**config.mk**
```make
export PLATFORM = sky130hd
export DESIGN_NAME = lubrication_pump_sequencer
export DESIGN_NICKNAME = d
export VERILOG_FILES = /design/src/rtl/core/lps_pkg.sv /design/src/rtl/core/lps_cfg.sv /design/src/rtl/core/lps_seq.sv /design/src/rtl/core/lubrication_pump_sequencer.sv
export SDC_FILE = /design/constraint.sdc
export NUM_CORES = 1
export LEC_CHECK = 0
export BUFFER_PORTS_ARGS = -buffer_cell sky130_fd_sc_hd__buf_2
export CAP_MARGIN = 5
export CORE_MARGIN = 1
export CORE_UTILIZATION = 38
export DETAILED_ROUTE_END_ITERATION = 12
export PLACE_DENSITY = 0.53
export SLEW_MARGIN = 20
export SYNTH_ARGS = -nofsm -noshare
export SYNTH_HDL_FRONTEND = slang
export SYNTH_HIERARCHICAL = 1
export SYNTH_SLANG_ARGS = --single-unit
```
**constraint.sdc**
```tcl
create_clock -name aclk -period 5.8 [get_ports aclk]
set_input_delay 1.74 -clock aclk [delete_from_list [all_inputs] [get_ports aclk]]
set_output_delay 1.74 -clock aclk [all_outputs]
set_load 0.005 [all_outputs]
```
**src/rtl/core/lps_pkg.sv**
```systemverilog
`timescale 1ns / 1ps

package lps_pkg;

    localparam int TIME_BITS = 16;
    localparam int CfgW      = 16;
    localparam int PtW       = 17;
    localparam int CmpW      = (TIME_BITS > PtW) ? TIME_BITS : PtW;

    typedef logic [TIME_BITS-1:0] time_t;

    typedef enum logic [1:0] {
        ACT_TICK  = 2'd0,
        ACT_CYCLE = 2'd1,
        ACT_START = 2'd2
    } action_t;

    typedef enum logic [1:0] {
        PH_IDLE  = 2'd0,
        PH_PULSE = 2'd1,
        PH_PAUSE = 2'd2
    } phase_t;

    typedef enum logic [2:0] {
        ST_NONE  = 3'd0,
        ST_DONE  = 3'd1,
        ST_SKIP  = 3'd2,
        ST_LEVEL = 3'd3,
        ST_PRESS = 3'd4,
        ST_RETRY = 3'd5
    } status_t;

    localparam logic [2:0] MODE_TIME = 3'd0;
    localparam logic [2:0] MODE_AND  = 3'd1;
    localparam logic [2:0] MODE_OR_A = 3'd2;
    localparam logic [2:0] MODE_OR_B = 3'd3;

    localparam logic [2:0] REG_ENABLE     = 3'd0;
    localparam logic [2:0] REG_MODE       = 3'd1;
    localparam logic [2:0] REG_INTERVAL   = 3'd2;
    localparam logic [2:0] REG_PULSE      = 3'd3;
    localparam logic [2:0] REG_PAUSE      = 3'd4;
    localparam logic [2:0] REG_TOTAL      = 3'd5;
    localparam logic [2:0] REG_LEVEL_LOW  = 3'd6;
    localparam logic [2:0] REG_RETRY      = 3'd7;

    typedef struct packed {
        logic            enable;
        logic [2:0]      mode;
        logic [CfgW-1:0] cycle_interval;
        logic [CfgW-1:0] pulse_time;
        logic [CfgW-1:0] pause_time;
        logic [CfgW-1:0] total_time;
        logic            level_active_low;
        logic            retry_enable;
    } cfg_t;

    typedef struct packed {
        logic [1:0]  action;
        logic [15:0] lub_count;
        logic        auto_mode;
        logic        level_input;
        logic        pressure_ok;
    } item_t;

    typedef struct packed {
        logic        alarm_first;
        logic [2:0]  status;
        logic        busy_res;
        logic [15:0] cycles_left;
        logic        need;
        logic        valve_on;
    } result_t;

    function automatic time_t sat_inc(time_t v);
        return (v == '1) ? v : time_t'(v + 1'b1);
    endfunction

endpackage

```
**src/rtl/core/lps_cfg.sv**
```systemverilog
`timescale 1ns / 1ps

module lps_cfg (
    input  logic                    aclk,
    input  logic                    aresetn,
    input  logic                    cfg_valid,
    output logic                    cfg_ready,
    input  logic [2:0]              cfg_index,
    input  logic [15:0]             cfg_data,
    output lps_pkg::cfg_t           cfg
);

    lps_pkg::cfg_t cfg_reg;
    lps_pkg::cfg_t cfg_next;

    assign cfg_ready = 1'b1;
    assign cfg       = cfg_reg;

    always_comb begin
        cfg_next = cfg_reg;
        if (cfg_valid) begin
            case (cfg_index)
                lps_pkg::REG_ENABLE:    cfg_next.enable           = cfg_data[0];
                lps_pkg::REG_MODE:      cfg_next.mode             = cfg_data[2:0];
                lps_pkg::REG_INTERVAL:  cfg_next.cycle_interval   = cfg_data;
                lps_pkg::REG_PULSE:     cfg_next.pulse_time       = cfg_data;
                lps_pkg::REG_PAUSE:     cfg_next.pause_time       = cfg_data;
                lps_pkg::REG_TOTAL:     cfg_next.total_time       = cfg_data;
                lps_pkg::REG_LEVEL_LOW: cfg_next.level_active_low = cfg_data[0];
                lps_pkg::REG_RETRY:     cfg_next.retry_enable     = cfg_data[0];
                default: ;
            endcase
        end
    end

    always_ff @(posedge aclk) begin
        if (!aresetn) begin
            cfg_reg <= '0;
        end else begin
            cfg_reg <= cfg_next;
        end
    end

endmodule

```
**src/rtl/core/lps_seq.sv**
```systemverilog
`timescale 1ns / 1ps

module lps_seq (
    input  logic             aclk,
    input  logic             aresetn,
    input  lps_pkg::cfg_t    cfg,
    input  logic             step_en,
    input  lps_pkg::item_t   item,
    output lps_pkg::result_t result
);

    lps_pkg::phase_t             phase_reg, phase_next;
    lps_pkg::time_t              step_reg, step_next;
    lps_pkg::time_t              run_reg, run_next;
    logic [lps_pkg::PtW-1:0]     target_reg, target_next;
    logic [15:0]                 count_reg, count_next;
    logic [15:0]                 left_reg, left_next;
    logic                        need_reg, need_next;
    logic                        retry_reg, retry_next;
    logic                        valve_reg, valve_next;
    logic                        alarm_reg, alarm_next;
    lps_pkg::status_t            st;

    always_comb begin
        lps_pkg::time_t   step_n;
        lps_pkg::time_t   run_n;
        logic             timed;
        logic             ormode;
        logic             level_err;
        logic [16:0]      cnt_inc;
        logic [15:0]      cnt_clamp;

        phase_next  = phase_reg;
        step_next   = step_reg;
        run_next    = run_reg;
        target_next = target_reg;
        count_next  = count_reg;
        left_next   = left_reg;
        need_next   = need_reg;
        retry_next  = retry_reg;
        valve_next  = valve_reg;
        alarm_next  = alarm_reg;
        st          = lps_pkg::ST_NONE;

        step_n    = lps_pkg::sat_inc(step_reg);
        run_n     = lps_pkg::sat_inc(run_reg);
        timed     = lps_pkg::CmpW'(step_n) >= lps_pkg::CmpW'(cfg.pulse_time);
        ormode    = (cfg.mode == lps_pkg::MODE_OR_A) || (cfg.mode == lps_pkg::MODE_OR_B);
        level_err = cfg.level_active_low ? !item.level_input : item.level_input;
        cnt_inc   = {1'b0, count_reg} + 17'd1;
        cnt_clamp = (cnt_inc > {1'b0, cfg.cycle_interval}) ? cfg.cycle_interval
                                                            : cnt_inc[15:0];

        case (lps_pkg::action_t'(item.action))
            lps_pkg::ACT_TICK: begin
                if (phase_reg != lps_pkg::PH_IDLE) begin
                    step_next = step_n;
                    run_next  = run_n;
                    if (phase_reg == lps_pkg::PH_PULSE) begin
                        if (cfg.mode == lps_pkg::MODE_TIME) begin
                            if (timed) begin
                                valve_next = 1'b0;
                                retry_next = 1'b0;
                                alarm_next = 1'b0;
                                phase_next = lps_pkg::PH_IDLE;
                                st         = lps_pkg::ST_DONE;
                            end
                        end else if (cfg.mode <= lps_pkg::MODE_OR_B && timed) begin
                            if (item.pressure_ok) begin
                                valve_next  = 1'b0;
                                phase_next  = lps_pkg::PH_PAUSE;
                                target_next = lps_pkg::PtW'(cfg.pause_time);
                                step_next   = '0;
                            end else if (cfg.retry_enable && !retry_reg) begin
                                retry_next = 1'b1;
                                valve_next = 1'b0;
                                phase_next = lps_pkg::PH_IDLE;
                                st         = lps_pkg::ST_RETRY;
                            end else begin
                                retry_next = 1'b0;
                                valve_next = 1'b0;
                                alarm_next = 1'b1;
                                phase_next = lps_pkg::PH_IDLE;
                                st         = lps_pkg::ST_PRESS;
                            end
                        end else if (ormode && item.pressure_ok) begin
                            // early confirm: leftover pulse time moves into the pause
                            valve_next  = 1'b0;
                            target_next = lps_pkg::PtW'(cfg.pause_time)
                                        + lps_pkg::PtW'(cfg.pulse_time)
                                        - lps_pkg::PtW'(step_n);
                            phase_next  = lps_pkg::PH_PAUSE;
                            step_next   = '0;
                        end else if (cfg.mode > lps_pkg::MODE_OR_B) begin
                            valve_next = 1'b0;
                            retry_next = 1'b0;
                            alarm_next = 1'b0;
                            phase_next = lps_pkg::PH_IDLE;
                            st         = lps_pkg::ST_DONE;
                        end
                    end else begin
                        if (lps_pkg::CmpW'(run_n) >= lps_pkg::CmpW'(cfg.total_time)) begin
                            valve_next = 1'b0;
                            retry_next = 1'b0;
                            alarm_next = 1'b0;
                            phase_next = lps_pkg::PH_IDLE;
                            st         = lps_pkg::ST_DONE;
                        end else if (lps_pkg::CmpW'(step_n) >= lps_pkg::CmpW'(target_reg)) begin
                            valve_next = 1'b1;
                            phase_next = lps_pkg::PH_PULSE;
                            step_next  = '0;
                        end
                    end
                end
            end
            lps_pkg::ACT_CYCLE: begin
                if (cfg.enable) begin
                    count_next = cnt_clamp;
                    left_next  = cfg.cycle_interval - cnt_clamp;
                    if (cfg.cycle_interval == '0 || cfg.cycle_interval == cnt_clamp ||
                        retry_reg || item.lub_count == '0) begin
                        count_next = '0;
                        need_next  = 1'b1;
                    end
                end else begin
                    left_next  = '0;
                    count_next = '0;
                    need_next  = 1'b0;
                end
            end
            lps_pkg::ACT_START: begin
                if (phase_reg == lps_pkg::PH_IDLE) begin
                    if (item.auto_mode && !need_reg) begin
                        st = lps_pkg::ST_SKIP;
                    end else if (level_err) begin
                        st = lps_pkg::ST_LEVEL;
                    end else begin
                        run_next   = '0;
                        step_next  = '0;
                        need_next  = 1'b0;
                        valve_next = (cfg.pulse_time != '0);
                        phase_next = lps_pkg::PH_PULSE;
                    end
                end
            end
            default: ;
        endcase
    end

    assign result.valve_on    = valve_next;
    assign result.need        = need_next;
    assign result.cycles_left = left_next;
    assign result.busy_res    = (phase_next != lps_pkg::PH_IDLE);
    assign result.status      = st;
    assign result.alarm_first = alarm_next;

    always_ff @(posedge aclk) begin
        if (!aresetn) begin
            phase_reg  <= lps_pkg::PH_IDLE;
            step_reg   <= '0;
            run_reg    <= '0;
            target_reg <= '0;
            count_reg  <= '0;
            left_reg   <= '0;
            need_reg   <= 1'b0;
            retry_reg  <= 1'b0;
            valve_reg  <= 1'b0;
            alarm_reg  <= 1'b0;
        end else if (step_en) begin
            phase_reg  <= phase_next;
            step_reg   <= step_next;
            run_reg    <= run_next;
            target_reg <= target_next;
            count_reg  <= count_next;
            left_reg   <= left_next;
            need_reg   <= need_next;
            retry_reg  <= retry_next;
            valve_reg  <= valve_next;
            alarm_reg  <= alarm_next;
        end
    end

endmodule

```
**src/rtl/core/lubrication_pump_sequencer.sv**
```systemverilog
`timescale 1ns / 1ps
// Lubrication pump sequencer.
// Input words on s_t*: tuser is the action (0 tick of 10 ms, 1 machine
// cycle done, 2 start request); tdata carries the count and sensor bits.
// Every input word gives exactly one result word on m_t*: valve drive,
// need flag, cycles left, busy, event status and alarm.
// Settings are written through cfg_valid/cfg_index/cfg_data (always ready)
// and are to be changed only while no word is in flight.
// A word accepted into the input register moves into the result register, with
// m_tvalid high, as soon as that register is free (input register, then result
// register). Throughput is one word per cycle while the receiver keeps taking
// results; the combinational state update is the only path per word.
// When the receiver holds m_tready low the result register holds its word,
// the input register still takes one more word if it is empty, then s_tready drops.
// Reset (aresetn low, synchronous) clears all settings, the sequence state,
// counters and flags, and empties both registers.
module lubrication_pump_sequencer (
    input  logic        aclk,
    input  logic        aresetn,
    input  logic        s_tvalid,
    output logic        s_tready,
    input  logic [1:0]  s_tuser,   // action
    input  logic [23:0] s_tdata,   // lub_count[15:0], auto_mode, level_input, pressure_ok, pad
    output logic        m_tvalid,
    input  logic        m_tready,
    output logic [23:0] m_tdata,   // valve_on, need, cycles_left[15:0], busy_res, status[2:0],
                                   // alarm_first, pad
    input  logic        cfg_valid,
    output logic        cfg_ready,
    input  logic [2:0]  cfg_index,
    input  logic [15:0] cfg_data
);

    lps_pkg::cfg_t    cfg;
    lps_pkg::item_t   in_reg;
    lps_pkg::result_t res_next;
    lps_pkg::result_t res_reg;
    logic             in_valid_reg;
    logic             out_valid_reg;
    logic             out_free;
    logic             advance;

    assign out_free = !out_valid_reg || m_tready;
    assign advance  = in_valid_reg && out_free;
    assign s_tready = !in_valid_reg || out_free;
    assign m_tvalid = out_valid_reg;
    assign m_tdata  = {1'b0, res_reg};

    lps_cfg u_cfg (
        .aclk      (aclk),
        .aresetn   (aresetn),
        .cfg_valid (cfg_valid),
        .cfg_ready (cfg_ready),
        .cfg_index (cfg_index),
        .cfg_data  (cfg_data),
        .cfg       (cfg)
    );

    lps_seq u_seq (
        .aclk    (aclk),
        .aresetn (aresetn),
        .cfg     (cfg),
        .step_en (advance),
        .item    (in_reg),
        .result  (res_next)
    );

    always_ff @(posedge aclk) begin
        if (!aresetn) begin
            in_valid_reg  <= 1'b0;
            out_valid_reg <= 1'b0;
        end else begin
            if (s_tready) begin
                in_valid_reg <= s_tvalid;
            end
            if (advance) begin
                out_valid_reg <= 1'b1;
            end else if (m_tready) begin
                out_valid_reg <= 1'b0;
            end
        end
    end

    always_ff @(posedge aclk) begin
        if (s_tready && s_tvalid) begin
            in_reg.action      <= s_tuser;
            in_reg.lub_count   <= s_tdata[15:0];
            in_reg.auto_mode   <= s_tdata[16];
            in_reg.level_input <= s_tdata[17];
            in_reg.pressure_ok <= s_tdata[18];
        end
        if (advance) begin
            res_reg <= res_next;
        end
    end

endmodule

```
Word level (Yosys, flattened, before mapping)
Cells that the tools add are included.
{"block": "totals", "reg_bits": 203, "inputBits": 50, "elab_cells": 204}
{"block": "classes", "n_addsub": 6, "magnitude_cmp": 6, "n_eq_ne": 24, "mux": 94, "bitwise_logic": 1, "n_reduce_logical": 42}
{"op": "2-to-1 mux 16 bit", "n": 19}
{"op": "one-hot mux 16 bit (2 select lines)", "n": 2}
{"op": "2-to-1 mux 17 bit", "n": 3}
{"op": "2-to-1 mux 1 bit", "n": 44}
{"op": "adder 16 x 1 -> 16 bit, second input constant", "n": 2}
{"op": "== test 16 bit, second input constant", "n": 2}
{"op": "greater-or-equal comparator 16 bit", "n": 2}
{"op": "zero test 16 bit", "n": 2}
{"op": "2-to-1 mux 2 bit", "n": 14}
{"op": "2-to-1 mux 3 bit", "n": 8}
{"op": "AND reduction 2 bit", "n": 9}
{"op": "adder 16 x 1 -> 17 bit, second input constant", "n": 1}
{"op": "adder 16 x 16 -> 17 bit", "n": 1}
{"op": "greater-or-equal comparator 16 x 17 -> 1 bit", "n": 1}
{"op": "greater-than comparator 17 x 16 -> 1 bit", "n": 1}
{"op": "subtractor 17 x 16 -> 17 bit", "n": 1}
{"op": "== test 16 bit", "n": 1}
{"op": "nonzero test 16 bit", "n": 1}
{"op": "subtractor 16 bit", "n": 1}
{"op": "== test 3 x 2 -> 1 bit, second input constant", "n": 4}
{"op": "== test 3 bit, second input constant", "n": 4}
{"op": "!= test 4 bit, second input constant", "n": 3}
{"op": "nonzero test 2 bit", "n": 6}
{"op": "AND reduction 8 bit", "n": 1}
{"op": "19 further kinds", "n": 40}

Logic depth before layout (Yosys ltp)
{"block": "depth", "ltp_word": 10, "mapped_depth": 25, "ltp_nobuf": 24}

By module
The synthesis kept the hierarchy.
{"mod": "lps_seq", "instances": 1, "cells_each": 1104, "area_per_inst_um2": 8495.6}
{"mod": "lps_cfg", "instances": 1, "cells_each": 254, "area_per_inst_um2": 2646.3}
{"mod": "lubrication_pump_sequencer", "instances": 1, "cells_each": 55, "area_per_inst_um2": 1436.4}

Worst setup path after synthesis
No wires, ideal clock.
{"block": "synth_timing", "path_kind": "register to register", "from": "register u_seq.count_reg[0]", "to": "register res_reg (netlist bit m_tdata[17]) (data pin)", "setup_time_ps": 274, "arrival_time_ps": 4662, "t_required_ps": 5526, "slack_ps": 864, "path_stages_with_launch": 25, "cell_sequence": "dfxtp_1 -> ha_1 -> and3_1 -> nand4_1 -> inv_1 -> and2_1 -> xor2_1 -> ha_1 -> a21oi_1 -> nor2b_1 -> o21ai_0 -> a21oi_1 -> nor4_1 -> o21ba_2 -> buf_4 -> mux2i_1 -> ha_1 -> nor2b_1 -> o21a_1 -> o21ai_0 -> a21oi_1 -> a2111oi_0 -> o31ai_1 -> xnor2_1 -> o22ai_1"}
{"item": "from (decl)", "line": "lps_seq.sv:16", "text": "logic [15:0] count_reg, count_next;"}
{"item": "from (signal assigned)", "line": "lps_seq.sv:174", "text": "count_reg <= count_next;"}
{"item": "to (signal assigned)", "line": "lubrication_pump_sequencer.sv:93", "text": "res_reg <= res_next;"}
{"item": "to (decl)", "line": "lubrication_pump_sequencer.sv:37", "text": "lps_pkg::result_t res_reg;"}

==> qor.log <==
[final_layout] final non-filler cell area 14,240 sq um
[die] DIE HEIGHT 183.9 microns
[power_and_ir_drop] total power density per cell area 250.1 nW/um^2
[timing] number of max-slew violations in the final report 0
[final_layout] Syn-to-layout area delta 13.22%
[critical_path] worst reg2reg path startpoint u_seq/count_reg[1]$_SDFFE_PN0P_
[yosys] dominant combinational cell family by area after synthesis simple AND/OR/NAND/NOR gates
[critical_path] Setup crit start kind register
[yosys] sequential cell area fraction in the yosys report 35.81%
[timing] final worst clock skew 10.93 ps
[power_and_ir_drop] PnR Total Power 3562 uW
[detailed_routing] count of routing violations after the opening detailed-route iteration 579
[clock_tree] CTS buffer count 25
[critical_path] cell repeated most along the worst path o21ai_0
[timing] period utilisation layout 93.05%
[yosys] count of flip-flops with a built-in enable after synthesis 44
[place] Post-Place Setup Slack 332.7 ps
[final_layout] ratio of cells with drive above 1 in the final layout 11.96%
[yosys] Synth Area in XOR/XNOR 4.357%
[yosys] Mapped Nets 1,583
[die] core area 32,540 sq um
[yosys] synthesized-area fraction occupied by ao, oa, aoi and oai cells 14.74%
[detailed_routing] DR pass1 iterations 6
[detailed_routing] average wire per cell in the routed design 17.32 microns
[place] Area after DPL 13,390 sq um
[final_layout] Final Core Density 43.77%
[place] hpwl dp 25,030 microns
[yosys] adder-cell share of the synthesized area 12.95%
[critical_path] CP endpoint m_tdata[16]$_DFFE_PP_
[yosys] simple-gate share of the synthesized area 17.63%
[detailed_routing] detailed-route DRC error count 0
[detailed_routing] drt via density 5.276
[die] num rows 66
[yosys] Synth Instances 1,413
[yosys] Syn Std Cell Area 12,580 sq um
[power_and_ir_drop] Leakage Power 0.006013 uW
[clock_tree] Max clock buf depth 3
[final_layout] antenna fix cells 0
[critical_path] CP startpoint u_seq/count_reg[1]$_SDFFE_PN0P_
[critical_path] cell chain of the critical path ha_1 > and3_1 > nand4_1 > nor2_1 > nand3_1 > xnor2_1 > ha_1 > nand2_1 > nor2_1 > o21ai_0 > a31oi_1 > nor4_2 > o21ba_2 > mux2i_2 > inv_1 > fa_1 > nor2b_1 > o21a_1 > o21ai_0 > a211oi_1 > o21ai_0 > a211oi_1 > o21a_1 > o32ai_1
[detailed_routing] total vias in the final route 10.23k
[clock_tree] TritonCTS clock tree yes
[timing] Tightest Pin Transition 1056 ps
[critical_path] classification of the worst setup path reg -> reg
[yosys] distinct cell type count after synthesis 79
[clock_tree] H-tree depth 1
[power_and_ir_drop] largest vdd supply drop 0.2445 mV
[critical_path] crit path capture type register
[timing] aggregate negative setup slack 0 ps
[final_layout] max reg flops 70
[critical_path] data arrival time of the critical path 5640 ps
[timing] final worst path period need 5397 ps
[clock_tree] clock slew at the register clock pins of the worst setup and hold paths 60 ps
[clock_tree] TritonCTS sink count 203
[die] horizontal die dimension 183.9 microns
[status] outcome finished clean
[place] buffers added on ports 69
[global_routing] GRT Util Overall 20.11%
[critical_path] R2R depth 24
[timing] hold violation count in the final report 0
[clock_tree] root buf cell clkbuf_16
[yosys] FFs w/ async S/R, synth 0%
[timing] relative slew slack 29.53%
[run] reported max-cap violation count 0
[global_routing] number of antenna violations at the first check in global routing 2
[yosys] total of warnings raised by yosys 6
[critical_path] Crit Reg-Reg Endpoint m_tdata[16]$_DFFE_PP_
[die] initial core utilization 38.66%
[timing] final-report setup violation count 0
[critical_path] required arrival time at the worst endpoint 6040 ps
[yosys] leading register cell type out of synthesis dfxtp_1
[yosys] Mapped Avg Cell Area 8.902 sq um
[clock_tree] clock latency on the worst-skew pair 530 ps
[detailed_routing] post-route antenna net violation count 0
[timing] unrepaired setup endpoints after global routing true
[critical_path] largest incremental delay on the critical path 400 ps
[timing] achievable clock frequency 0.1853 GHz
[place] Final Wtd Congestion 0.8505
[hold_path] min-delay worst type reg -> reg
[detailed_routing] sum of routed wire length over all layers 33,580 microns
[timing] Worst Setup Slack, final 402.9 ps
[global_routing] wire length of the first global-routing pass 53,210 microns
[global_routing] maximum number of pins on one net before global-route repair 54
[critical_path] biggest fanout along the worst timing path 4
[die] full die area 33,830 sq um
[final_layout] number of nets in the finished design 1,648
[global_routing] total congestion overflow after global routing 0
[yosys] FF+latch count, synth 203
[critical_path] cell with the largest stage delay on the worst path fa_1
[critical_path] Register-to-Register Setup Slack 400 ps
[yosys] multiplexer area fraction after synthesis 8.207%
[die] I/O pin count 77
[global_routing] number of global-route vias before repair 9,931
-- layout make-up --
class / instances / area (sq um)
clock buffers: 31 / 708.2
repair buffers: 98 / 569.3
fillers: 3314 / 18300
clock inverters: 15 / 125.1
well taps: 442 / 553.0
inverters: 120 / 450.4
flip-flops and latches: 203 / 4504
multi-input cells: 1030 / 7331
-- placed cells by master, fill, tap and decap left out, types with 7 or more instances in the layout --
cell type / count
a211oi_1: 14
a21o_1: 19
a21oi_1: 59
a22oi_1: 10
a31oi_1: 10
a32oi_1: 12
and2_1: 7
and3_1: 13
buf_2: 68
buf_4: 29
clkbuf_16: 25
dfxtp_1: 159
edfxtp_1: 44
fa_1: 17
ha_1: 103
inv_1: 120
mux2_2: 9
mux2i_1: 92
nand2_1: 188
nand2b_1: 10
nand3_1: 50
nand4_1: 17
nor2_1: 88
nor2b_1: 12
nor3_1: 19
nor4_1: 17
o211a_1: 9
o211ai_1: 15
o21a_1: 11
o21ai_0: 57
o21ai_1: 13
o22ai_1: 10
o31ai_1: 7
xnor2_1: 30
xor2_1: 30
-- repair_timing --
item,CTS,global route
buffers inserted,0,0
hold buffers,0,0
setup endpoints to repair,0,6
resized for setup,0,3
-- power by group --
part           leakage [uW]  internal (uW)  switching (uW)
registers           0.00172           1470            22.1
logic               0.00389            203             293
clock network      0.000407            915             656
-- how the worst min path moves through the flow --
stage,to,from,cells after the start,slack [ps]
after floorplan,u_seq/left_reg[10]$_SDFFE_PN0P_,u_seq/left_reg[10]$_SDFFE_PN0P_,2,430
after global placement,u_seq/left_reg[9]$_SDFFE_PN0P_,u_seq/left_reg[9]$_SDFFE_PN0P_,2,430
after detailed placement,u_seq/left_reg[10]$_SDFFE_PN0P_,u_seq/left_reg[10]$_SDFFE_PN0P_,2,440
after CTS,u_seq/left_reg[10]$_SDFFE_PN0P_,u_seq/left_reg[10]$_SDFFE_PN0P_,2,460
after global routing,u_cfg/cfg[13]$_SDFFE_PN0P_,u_cfg/cfg[13]$_SDFFE_PN0P_,2,480
final,u_seq/left_reg[13]$_SDFFE_PN0P_,u_seq/left_reg[13]$_SDFFE_PN0P_,2,460
-- synth_stat cells, types with 10 or more instances --
cell | count | share of area (%)
a211oi_1 | 14 | 0.84
a21o_1 | 19 | 1.1
a21oi_1 | 60 | 2.4
a22oi_1 | 10 | 0.60
a31oi_1 | 10 | 0.50
a32oi_1 | 12 | 0.84
and3_1 | 13 | 0.65
buf_4 | 12 | 0.72
clkbuf_1 | 33 | 0.98
dfxtp_1 | 159 | 25
edfxtp_1 | 44 | 11
fa_1 | 17 | 2.7
ha_1 | 103 | 10
inv_1 | 120 | 3.6
mux2i_1 | 93 | 7.4
nand2_1 | 188 | 5.6
nand2b_1 | 10 | 0.50
nand3_1 | 50 | 2.0
nand4_1 | 17 | 0.85
nor2_1 | 88 | 2.6
nor2b_1 | 13 | 0.65
nor3_1 | 20 | 0.80
nor4_1 | 18 | 0.90
o211ai_1 | 15 | 0.90
o21a_1 | 11 | 0.66
o21ai_0 | 57 | 2.3
o21ai_1 | 14 | 0.56
o22ai_1 | 10 | 0.50
xnor2_1 | 30 | 2.1
xor2_1 | 30 | 2.1
-- critical path, delay by kind of cell, from the launching register on --
kind                     cells  cell delay [ps]
adder cells (fa/ha/maj)      3              870
flip-flops                   1              370
XOR/XNOR                     1              210
AO/OA/AOI/OAI               10             1830
buffers and inverters        1              100
multiplexers                 1              300
AND/OR/NAND/NOR              8             1430
-- kinds of logic after synthesis --
logic type / Yosys count
flops: 203
other cells: 2
fa+ha+maj: 120
xor+xnor: 61
compound gates: 282
mux: 102
simple gates: 463
buf+inv: 180
-- through the flow --
step	instances	hold slack (ps)
after floorplan	1413	425.0
after global placement	1892	434.6
after detailed placement	1892	442.0
after CTS	1938	456.4
after global routing	1939	483.9
final	1939	456.7
-- metal layers --
metal	vias to the layer above	share of wire, %	track usage [%]
li1	5127	-	-
met4	4	3.0	6.333
met5	-	0.066	0
met3	59	3.1	2.615
met1	4874	47	25.91
met2	167	47	34.68
(Power assumes the default switching activity.)
